### config.mk
export PLATFORM = sky130hd
export DESIGN_NAME = pll_divider_search_top
export DESIGN_NICKNAME = d
export VERILOG_FILES = /design/src/rtl/pds_pkg.sv /design/src/rtl/pll_divider_search_top.sv /design/src/rtl/pds_datapath.sv /design/src/rtl/pds_ctrl.sv
export SDC_FILE = /design/constraint.sdc
export NUM_CORES = 2
export LEC_CHECK = 0
export ABC_AREA = 1
export BUFFER_PORTS_ARGS = -buffer_cell sky130_fd_sc_hd__clkbuf_2
export CORE_MARGIN = 2
export CORE_UTILIZATION = 25
export DETAILED_ROUTE_END_ITERATION = 10
export GPL_TIMING_DRIVEN = 0
export MAX_ROUTING_LAYER = met4
export PLACE_DENSITY = 0.48
export SETUP_SLACK_MARGIN = 0.5
export SYNTH_ARGS = -nofsm -noshare
export SYNTH_HDL_FRONTEND = slang
export SYNTH_SLANG_ARGS = --single-unit
### constraint.sdc
create_clock -name clk -period 8.2 [get_ports clk]
set_clock_uncertainty 0.1 [all_clocks]
set_input_delay 1.23 -clock clk [delete_from_list [all_inputs] [get_ports clk]]
set_output_delay 1.23 -clock clk [all_outputs]
set_load 0.02 [all_outputs]
### src/rtl/pds_pkg.sv
// Shared types and constants for the PLL divider search block.
package pds_pkg;

  localparam int unsigned HZ_W      = 32;
  localparam int unsigned PRE_W     = 4;
  localparam int unsigned MUL_W     = 8;
  localparam int unsigned SHIFT_W   = 6;
  localparam int unsigned DIV_W     = PRE_W + 1;
  localparam int unsigned MUL_OFS_W = 9;
  localparam int unsigned ICO_W     = HZ_W + MUL_OFS_W;
  localparam int unsigned CNT_W     = 8;

  localparam logic [PRE_W-1:0] PREDIV_MAX  = 4'd15;
  localparam logic [MUL_W-1:0] MULT_MAX    = 8'd255;
  localparam logic [CNT_W-1:0] MULT_OFFSET = 8'd16;
  localparam logic [CNT_W-1:0] DIV_STEPS   = 8'd32;
  localparam logic [HZ_W-1:0]  REF_FLOOR_HZ = 32'd4000000;
  localparam logic [ICO_W-1:0] ICO_FLOOR_HZ = 41'd48000000;

  typedef struct packed {
    logic [HZ_W-1:0] reference_hz;
    logic [HZ_W-1:0] requested_hz;
  } pds_in_t;

  typedef struct packed {
    logic [PRE_W-1:0]   prediv_field;
    logic [MUL_W-1:0]   mult_field;
    logic [SHIFT_W-1:0] shift_field;
    logic [HZ_W-1:0]    achieved_hz;
    logic               found;
  } pds_out_t;

  typedef struct packed {
    logic             load;
    logic             div_init;
    logic             div_step;
    logic             acc_init;
    logic             acc_step;
    logic             scan;
    logic             publish;
    logic [PRE_W-1:0] pre;
    logic [MUL_W-1:0] mul;
  } pds_cmd_t;

  typedef struct packed {
    logic pre_ok;
  } pds_sts_t;

endpackage

### src/rtl/pll_divider_search_top.sv
// Top level of the PLL divider search block.
//
//  channel   direction  handshake                     payload
//  request   in         request_valid / request_ready reference_hz, requested_hz
//  result    out        result_valid / result_ready   prediv, mult, shift, achieved_hz, found
//
// One request at a time. Each pre-divider runs an init step, 32 restoring
// division steps and a check; one that passes the 4 MHz floor adds a warm-up to
// multiplier 16 and a scan of 256 multipliers, one multiplier per cycle from
// the oscillator accumulator.
// A held result stalls only the publish step; a new request is taken meanwhile.
// Reset is synchronous and clears control state and the best-setting registers.
module pll_divider_search_top (
  input  logic              clk,
  input  logic              rst,
  input  logic              request_valid,
  output logic              request_ready,
  input  pds_pkg::pds_in_t  request,
  output logic              result_valid,
  input  logic              result_ready,
  output pds_pkg::pds_out_t result
);
  import pds_pkg::*;

  pds_cmd_t cmd;
  pds_sts_t sts;

  pds_ctrl u_ctrl (
    .clk           (clk),
    .rst           (rst),
    .request_valid (request_valid),
    .request_ready (request_ready),
    .result_valid  (result_valid),
    .result_ready  (result_ready),
    .sts           (sts),
    .cmd           (cmd)
  );

  pds_datapath u_datapath (
    .clk     (clk),
    .rst     (rst),
    .request (request),
    .cmd     (cmd),
    .sts     (sts),
    .result  (result)
  );

endmodule

### src/rtl/pds_datapath.sv
// Datapath: per-divider division, oscillator accumulator, shift pick, best tracking.
module pds_datapath (
  input  logic              clk,
  input  logic              rst,
  input  pds_pkg::pds_in_t  request,
  input  pds_pkg::pds_cmd_t cmd,
  output pds_pkg::pds_sts_t sts,
  output pds_pkg::pds_out_t result
);
  import pds_pkg::*;

  logic [HZ_W-1:0]    ref_hz;
  logic [HZ_W-1:0]    req_hz;
  logic [HZ_W-1:0]    dq;
  logic [PRE_W-1:0]   rem;
  logic [ICO_W-1:0]   ico;
  logic [PRE_W-1:0]   frac;

  logic               cand_valid;
  logic [HZ_W-1:0]    cand_hz;
  logic [PRE_W-1:0]   cand_pre;
  logic [MUL_W-1:0]   cand_mul;
  logic [SHIFT_W-1:0] cand_sh;

  logic [HZ_W-1:0]    best_hz;
  logic [PRE_W-1:0]   best_pre;
  logic [MUL_W-1:0]   best_mul;
  logic [SHIFT_W-1:0] best_sh;
  logic               best_found;

  logic [DIV_W-1:0]   divisor;
  logic [DIV_W-1:0]   rem_sh;
  logic               rem_ge;
  logic [DIV_W-1:0]   frac_sum;
  logic               carry;
  logic [ICO_W-1:0]   fit;
  logic               fit_any;
  logic [SHIFT_W-1:0] sh_sel;
  logic               ico_ok;

  assign divisor  = {1'b0, cmd.pre} + DIV_W'(1);
  assign rem_sh   = {rem, dq[HZ_W-1]};
  assign rem_ge   = rem_sh >= divisor;
  assign frac_sum = {1'b0, frac} + {1'b0, rem};
  assign carry    = frac_sum >= divisor;
  assign ico_ok   = ico >= ICO_FLOOR_HZ;
  assign sts.pre_ok = dq >= REF_FLOOR_HZ;

  // Smallest shift whose nonzero output fits under the request.
  always_comb begin
    logic [ICO_W-1:0] shifted;
    fit = '0;
    sh_sel = '0;
    for (int i = 0; i < ICO_W; i++) begin
      shifted = ico >> i;
      fit[i] = (shifted != '0) && (shifted <= {{(ICO_W-HZ_W){1'b0}}, req_hz});
    end
    fit_any = |fit;
    for (int i = ICO_W - 1; i >= 0; i--) begin
      if (fit[i]) sh_sel = SHIFT_W'(i);
    end
  end

  always_ff @(posedge clk) begin
    if (cmd.load) begin
      ref_hz <= request.reference_hz;
      req_hz <= request.requested_hz;
    end
    if (cmd.div_init) begin
      dq  <= ref_hz;
      rem <= '0;
    end else if (cmd.div_step) begin
      dq  <= {dq[HZ_W-2:0], rem_ge};
      rem <= rem_ge ? PRE_W'(rem_sh - divisor) : rem_sh[PRE_W-1:0];
    end
    if (cmd.acc_init) begin
      ico  <= '0;
      frac <= '0;
    end else if (cmd.acc_step) begin
      ico  <= ico + {{(ICO_W-HZ_W){1'b0}}, dq} + ICO_W'(carry);
      frac <= carry ? PRE_W'(frac_sum - divisor) : frac_sum[PRE_W-1:0];
    end
    cand_hz  <= HZ_W'(ico >> sh_sel);
    cand_pre <= cmd.pre;
    cand_mul <= cmd.mul;
    cand_sh  <= sh_sel;
  end

  always_ff @(posedge clk) begin
    if (rst) begin
      cand_valid <= 1'b0;
    end else begin
      cand_valid <= cmd.scan && ico_ok && fit_any;
    end
  end

  always_ff @(posedge clk) begin
    if (rst) begin
      best_found <= 1'b0;
      best_hz    <= '0;
      best_pre   <= '0;
      best_mul   <= '0;
      best_sh    <= '0;
    end else if (cmd.load) begin
      best_found <= 1'b0;
      best_hz    <= '0;
      best_pre   <= '0;
      best_mul   <= '0;
      best_sh    <= '0;
    end else if (cand_valid && (cand_hz > best_hz)) begin
      best_found <= 1'b1;
      best_hz    <= cand_hz;
      best_pre   <= cand_pre;
      best_mul   <= cand_mul;
      best_sh    <= cand_sh;
    end
  end

  always_ff @(posedge clk) begin
    if (cmd.publish) begin
      result.prediv_field <= best_pre;
      result.mult_field   <= best_mul;
      result.shift_field  <= best_sh;
      result.achieved_hz  <= best_hz;
      result.found        <= best_found;
    end
  end

endmodule

### src/rtl/pds_ctrl.sv
// Controller: sequences division over all pre-dividers, then warm-up and multiplier scan for those that pass the floor.
module pds_ctrl (
  input  logic              clk,
  input  logic              rst,
  input  logic              request_valid,
  output logic              request_ready,
  output logic              result_valid,
  input  logic              result_ready,
  input  pds_pkg::pds_sts_t sts,
  output pds_pkg::pds_cmd_t cmd
);
  import pds_pkg::*;

  typedef enum logic [7:0] {
    S_IDLE  = 8'b00000001,
    S_INIT  = 8'b00000010,
    S_DIV   = 8'b00000100,
    S_CHECK = 8'b00001000,
    S_WARM  = 8'b00010000,
    S_SCAN  = 8'b00100000,
    S_FLUSH = 8'b01000000,
    S_DONE  = 8'b10000000
  } state_t;

  state_t           state, state_next;
  logic [CNT_W-1:0] cnt, cnt_next;
  logic [PRE_W-1:0] pre, pre_next;
  logic             result_valid_next;
  logic             last_pre;

  assign request_ready = (state == S_IDLE);
  assign last_pre = (pre == PREDIV_MAX);

  always_comb begin
    state_next = state;
    cnt_next   = cnt;
    pre_next   = pre;
    cmd        = '0;
    cmd.pre    = pre;
    cmd.mul    = cnt[MUL_W-1:0];
    result_valid_next = result_valid && !result_ready;
    unique case (state)
      S_IDLE: begin
        if (request_valid) begin
          cmd.load   = 1'b1;
          pre_next   = '0;
          state_next = S_INIT;
        end
      end
      S_INIT: begin
        cmd.div_init = 1'b1;
        cnt_next     = '0;
        state_next   = S_DIV;
      end
      S_DIV: begin
        cmd.div_step = 1'b1;
        cnt_next     = cnt + CNT_W'(1);
        if (cnt == DIV_STEPS - CNT_W'(1)) begin
          cnt_next   = '0;
          state_next = S_CHECK;
        end
      end
      S_CHECK: begin
        cmd.acc_init = 1'b1;
        cnt_next     = '0;
        if (sts.pre_ok) begin
          state_next = S_WARM;
        end else if (last_pre) begin
          state_next = S_FLUSH;
        end else begin
          pre_next   = pre + PRE_W'(1);
          state_next = S_INIT;
        end
      end
      S_WARM: begin
        cmd.acc_step = 1'b1;
        cnt_next     = cnt + CNT_W'(1);
        if (cnt == MULT_OFFSET - CNT_W'(1)) begin
          cnt_next   = '0;
          state_next = S_SCAN;
        end
      end
      S_SCAN: begin
        cmd.scan     = 1'b1;
        cmd.acc_step = 1'b1;
        cnt_next     = cnt + CNT_W'(1);
        if (cnt[MUL_W-1:0] == MULT_MAX) begin
          cnt_next = '0;
          if (last_pre) begin
            state_next = S_FLUSH;
          end else begin
            pre_next   = pre + PRE_W'(1);
            state_next = S_INIT;
          end
        end
      end
      S_FLUSH: begin
        // the flush state lets the last candidate settle into the best
        state_next = S_DONE;
      end
      S_DONE: begin
        if (!result_valid || result_ready) begin
          cmd.publish       = 1'b1;
          result_valid_next = 1'b1;
          state_next        = S_IDLE;
        end
      end
      default: state_next = S_IDLE;
    endcase
  end

  always_ff @(posedge clk) begin
    if (rst) begin
      state        <= S_IDLE;
      cnt          <= '0;
      pre          <= '0;
      result_valid <= 1'b0;
    end else begin
      state        <= state_next;
      cnt          <= cnt_next;
      pre          <= pre_next;
      result_valid <= result_valid_next;
    end
  end

  a_accept_starts: assert property (@(posedge clk) disable iff (rst)
    request_valid && request_ready |=> state == S_INIT)
    else $error("accepted request did not start a search");

  a_publish_valid: assert property (@(posedge clk) disable iff (rst)
    cmd.publish |=> result_valid)
    else $error("published result not presented");

  a_scan_wrap: assert property (@(posedge clk) disable iff (rst)
    state == S_SCAN && cnt == CNT_W'(MULT_MAX) && !last_pre |=> state == S_INIT && cnt == '0)
    else $error("scan end did not move to next pre-divider");

  a_no_overwrite: assert property (@(posedge clk) disable iff (rst)
    result_valid && !result_ready |-> !cmd.publish)
    else $error("pending result overwritten");

  a_div_bound: assert property (@(posedge clk) disable iff (rst)
    state == S_DIV |-> cnt < DIV_STEPS)
    else $error("division step count out of range");

endmodule
== Word-level counts from Yosys, hierarchy flattened ==
Cells that the tools add are included.
Storage, ports and cells
  flip-flop bits (word level): 319
  bits of input ports: 68
  output and inout bits: 53
  logic and storage cells: 268
Cells by class
  multiplexer cells: 73
  order comparisons: 46
  equal/unequal tests: 18
  shift operators: 1
  add/sub/neg operators: 8
  reduce and logical (&&, ||, !) cells: 97
Operators by type and width (count)
  $reduce_bool A41 Y1: 40
  $mux W6: 41
  $mux W8: 9
  $mux W32: 2
  $pmux W8 S8: 1
  $logic_and A1 B1 Y1: 45
  $add A41 B1 Y41: 1
  $add A41 B32 Y41: 1
  $ge A41 B26 Y1 const B: 1
  $le A41 B32 Y1: 1
  $reduce_or A41 Y1: 1
  $shr A41 B6 Y32: 1
  $le A40 B32 Y1: 1
  $le A39 B32 Y1: 1
  $le A38 B32 Y1: 1
  $le A37 B32 Y1: 1
  $le A36 B32 Y1: 1
  $le A35 B32 Y1: 1
  $le A34 B32 Y1: 1
  $le A33 B32 Y1: 1
  $ge A32 B22 Y1 const B: 1
  $gt A32 B32 Y1: 1
  $le A1 B32 Y1: 1
  $le A10 B32 Y1: 1
  60 further kinds: 87

== Logic depth before layout (Yosys ltp) ==
  depth in word-level cells: 44
  gate-level depth with buffers: 57
  gate-level depth less buffers: 56

== Cells and area by module ==
From an unflattened synthesis, not the netlist that was laid out.
Second synthesis, totals
  cell total of the unflattened synthesis: 4462
  area, all modules: 34863.4 um2
Modules (own cells, without submodules)
  pds_datapath: instances 1, sequential area each 7437.1 um2, area an instance 33407.0 um2, cells an instance 4248
  pds_ctrl: instances 1, sequential area each 420.4 um2, area an instance 1456.4 um2, cells an instance 214

== Worst setup path after synthesis ==
OpenSTA, ideal clock, no wires.
  kind: reg-to-reg
  from: register u_datapath.rem[0]
  to: register u_datapath.ico[36]
  arrival: 5464 ps
  setup slack: 2501 ps
  buffers on the path: 0
  setup time: 135 ps
  required time: 7965 ps
  clock period less this slack: 5699 ps
  cell stages (with the launch flop): 44
  cells stage by stage: dfxtp_1 > ha_1 > fa_1 > xor2_1 > ha_1 > a21o_1 > a221oi_1 > nand3_1 > fa_1 > fa_1 > nand3_1 > nand2_1 > a21oi_1 > o21bai_1 > a21oi_1 > o21bai_1 > nand3_1 > nor2_1 > (+8 left out) > nand2_1 > inv_1 > nor2_1 > nor2_1 > nor2_1 > inv_1 > nand2_1 > inv_1 > nor2_1 > nor2_1 > nor2_1 > o21ai_0 > inv_1 > o21ai_0 > nand2_1 > nor2_1 > o21ai_0 > a21oi_1
Between the ends
  longest elaborated chain between the ends: 3
Ends and longest elaborated chain
  start, declared: RTL line pds_datapath.sv:15  | logic [PRE_W-1:0] rem;
  start signal, assigned: RTL line pds_datapath.sv:74  | rem <= rem_ge ? PRE_W'(rem_sh - divisor) : rem_sh[PRE_W-1:0];
  $add A4 B4 Y5: RTL line pds_datapath.sv:44  | assign frac_sum = {1'b0, frac} + {1'b0, rem};
  $ge A5 B5 Y1: RTL line pds_datapath.sv:45  | assign carry = frac_sum >= divisor;
  $add A41 B1 Y41: RTL line pds_datapath.sv:80  | ico <= ico + {{(ICO_W-HZ_W){1'b0}}, dq} + ICO_W'(carry);
  end signal, assigned: RTL line pds_datapath.sv:80
  end, declared: RTL line pds_datapath.sv:16  | logic [ICO_W-1:0] ico;
No other way between the ends.
A chain may end at the register's enable or synchronous reset.

== Final worst setup path ==
  from: register u_datapath.rem[0]
  to: register u_datapath.ico[40]
Same word-level chain as after synthesis.

==> results_dict.tcl <==
set metrics [dict create \
    run_status "complete, no violations" \
    ant_nets 0 \
    critical_path.max_fanout 5 \
    cts.reportedPaths.clkPinSlew_ns 0.06 \
    grt_max_degree 38 \
    synthDominantCellAreaShare_pct 32.4 \
    timing.final.crit_share_pct 81.8 \
    remaining_drcs 0 \
    chipHeight_um 376 \
    first_drt_pass_iteration_count 9 \
    final_cell_area_um2 39700 \
    classification_of_the_worst_setup_path "reg -> reg" \
    cpLargestDelayFamily "adder cells" \
    post_synth.cell_area_avg_um2 7.78 \
    h-tree-depth 2 \
    worst_slack_setup_final_ns 1.49 \
    leakagePower_nw 18.2 \
    cts_tree "built" \
    avgRoutedWirePerCell_um 21.0 \
    timing.final.hold_violations 0 \
    worstPathArrival_ns 7.13 \
    maxcap_viol_count 0 \
    cts_post_setup_buffers_inserted 0 \
    drt-vias-per-instance 5.19 \
    overall_via_count_from_detail_route 33571 \
    gp_congestion 0.925 \
    synth_fp_nets 5409 \
    global_router_s_overall_resource_usage_pct 19.4 \
    layout-area-overhead-vs-synth_pct 14.9 \
    synth.ff_latch_count 319 \
    crit_path_top_delay_cell "fa_1" \
    dpl_cell_area_um2 38400 \
    slowest_delay_ns 0.46 \
    resize_count_post_cts 0 \
    antenna-diode-count 0 \
    post_route_cells_drive_above_1_share_pct 7.33 \
    final.setup.tns_ns 0 \
    initial_utilization_pct 25.2 \
    clk_latency_ns 0.62 \
    numClockSinks 319 \
    vdd_ir_drop_max_mv 0.171 \
    regToRegStartpoint "u_datapath.rem[0]" \
    ioPinCount 121 \
    setup.worst_path.start_class "flip-flop" \
    least_margin_pin_slew_ns 1.43 \
    layout_common_cells "895 x ha_1, 815 x nand2_1, 460 x a21oi_1, 400 x inv_1, 381 x nand3_1" \
    number_of_global_route_vias_before_repair 32015 \
    worst-endpoint-required_ns 8.62 \
    cts_inserted_buffers 41 \
    maxSlewViolCount 0 \
    final_net_count 5616 \
    synth_area_leader_cell "ha_1" \
    number_of_antenna_violations_at_the_first_check_in_global_routing 0 \
    place.port_buffers 120 \
    worst_hold_startpoint "u_ctrl.cnt[3]" \
    number_of_enable_type_register_cells_in_the_synthesized_netlist 147 \
    final_common_cell "ha_1" \
    dpl_wire_length_um 97600 \
    setup_violating_endpoint_count_in_the_final_report 0 \
    rsz0062_at_grt "no" \
    final.min_clock_period_ns 6.71 \
    nFillCells 14706 \
    mappedNetlistArea_um2 34600 \
    post_synth_inst_count 4441 \
    synth.area.top_cells "ha_1 32%, edfxtp_1 13%, dfxtp_1 10%" \
    fp.dieArea_um2 141000 \
    post_synth_num_cell_types 68 \
    max-clock-path-buffers 3 \
    num_rows 136 \
    coreArea_um2 137000 \
    endpoint_kind "flip-flop" \
    critical_path.most_common_cell "nor2_1" \
    grt_remaining_overflow 0 \
    global_route_wire_length_before_repair_um 203000 \
    worst_hold_path_type "reg -> reg" \
    seq_area_frac_synth_pct 22.7 \
    die_w_um 376 \
    post_synth_top_flop "dfxtp_1" \
    drt_iter0_drc 2725 \
    synth_async_sr_flop_share_pct 0 \
    synthesis.yosys.warnings 0 \
    clock.fmax_mhz 149 \
    clock-root-buffer "clkbuf_16" \
    post_cts_hold_fix_bufs 0 \
    wirelength_um 136000 \
    slew-limit-headroom_pct 4.14 \
    worst-path-buf-inv 7 \
    pwr_density_cell_nw_per_um2 360 \
    timing.critical_path.from "u_datapath.rem[0]" \
    detailedPlace.worstSlack_ns 1.60 \
]
==> cells in the mapped netlist, types with 5 or more instances <==
library cell  count
a211oi_1         58
edfxtp_1        147
a2111oi_0         6
fa_1              5
xor2_1           19
a21o_1           17
nand4_1         101
o22ai_1           9
o2111ai_1        10
buf_1             9
o21ai_0         179
nand3_1         381
o21bai_1         22
a221oi_1         10
dfxtp_1         172
o41ai_1           5
nand2_1         815
o221ai_1         20
xnor2_1           5
a21oi_1         461
clkbuf_1         36
nor3_1           66
inv_2            11
a211o_1           7
nand2_2           7
inv_1           418
a31oi_1          21
buf_2            22
nor4_1           36
o211ai_1         54
o21a_1           18
o31ai_1          10
nor2_1          284
ha_1            895
nor2_2            7
o21ai_1          24
==> layer usage <==
layer | vias to the layer above | track usage (%) | wire [µm]
li1 | 16483 | - | -
met1 | 15866 | 25.7 | 62100
met2 | 1007 | 31.0 | 61400
met3 | 215 | 1.97 | 7770
met4 | 0 | 6.01 | 4500
met5 | - | - | 0
==> layout make-up <==
type,instances,area (µm²),share of cell area (%)
tap,1794,2240,5.65
timing repair buffer,164,1520,3.83
clock buffer,49,1060,2.66
clock inverter,26,284,0.715
buffer,73,332,0.834
sequential,319,7900,19.9
inverter,433,1630,4.09
multi-input combinational,3616,24800,62.3
==> worst reg2reg max path: cells and delay by family, from the launching register on <==
| kind | cells | cell delay (ns) |
|---|---|---|
| buffers and inverters | 7 | 0.47 |
| flip-flops | 1 | 0.37 |
| adder cells (fa/ha/maj) | 5 | 1.91 |
| AND/OR/NAND/NOR | 19 | 1.83 |
| AO/OA/AOI/OAI | 12 | 1.76 |
| XOR/XNOR | 1 | 0.18 |
==> cells by family (layout without fill, tap and decap cells) <==
| kind of cell | after synthesis | after routing | synth area share, % |
|---|---|---|---|
| AND/OR/NAND/NOR | 1726 | 1726 | 21.9 |
| flip-flops | 319 | 319 | 22.7 |
| adder cells (fa/ha/maj) | 900 | 900 | 32.7 |
| XOR/XNOR | 24 | 24 | 0.608 |
| buffers and inverters | 506 | 745 | 5.66 |
| AO/OA/AOI/OAI | 966 | 966 | 16.4 |
==> stage by stage <==
stage | hold slack, ns | total power [W] | std cells | utilization, %
2_1_floorplan | 0.251 | 0.00895 | 4441 | -
3_3_place_gp | 0.262 | 0.0118 | 6355 | 27.2
3_5_place_dp | 0.269 | 0.0124 | 6399 | 28.0
4_1_cts | 0.277 | 0.0143 | 6474 | 28.9
5_1_grt | 0.289 | 0.0158 | 6474 | 28.9
6_report | 0.273 | 0.0143 | 6474 | 28.9
==> state kept, by name, indices dropped and copies added (netlist names), 8 cells and up <==
register and cells:
u_datapath.best_mul 8, u_datapath.dq 32, u_datapath.cand_hz 32, u_datapath.cand_mul 8, u_datapath.ico 41, u_datapath.req_hz 32
u_datapath.result 51, u_datapath.best_hz 32, u_ctrl.cnt 8, u_ctrl.state 8, u_datapath.ref_hz 32
==> power breakdown <==
group	internal, W	leakage, nW	switching [W]
combinational	0.00353	14.7	0.00593
clock	0.00106	0.649	0.000765
sequential	0.00207	2.79	0.000965
total	0.00665	18.2	0.00766
==> path summary, 6_finish.rpt <==
path | endpoint | slack [ns] | cells past startpoint
worst max-delay path | u_datapath.ico[40] | 1.49 | 44
worst min-delay path | u_datapath.cand_mul[3] | 0.27 | 0
worst max register to register | u_datapath.ico[40] | 1.49 | 44
worst min register to register | u_datapath.cand_mul[3] | 0.27 | 0
Note: power is estimated with default switching activity, not from simulation.
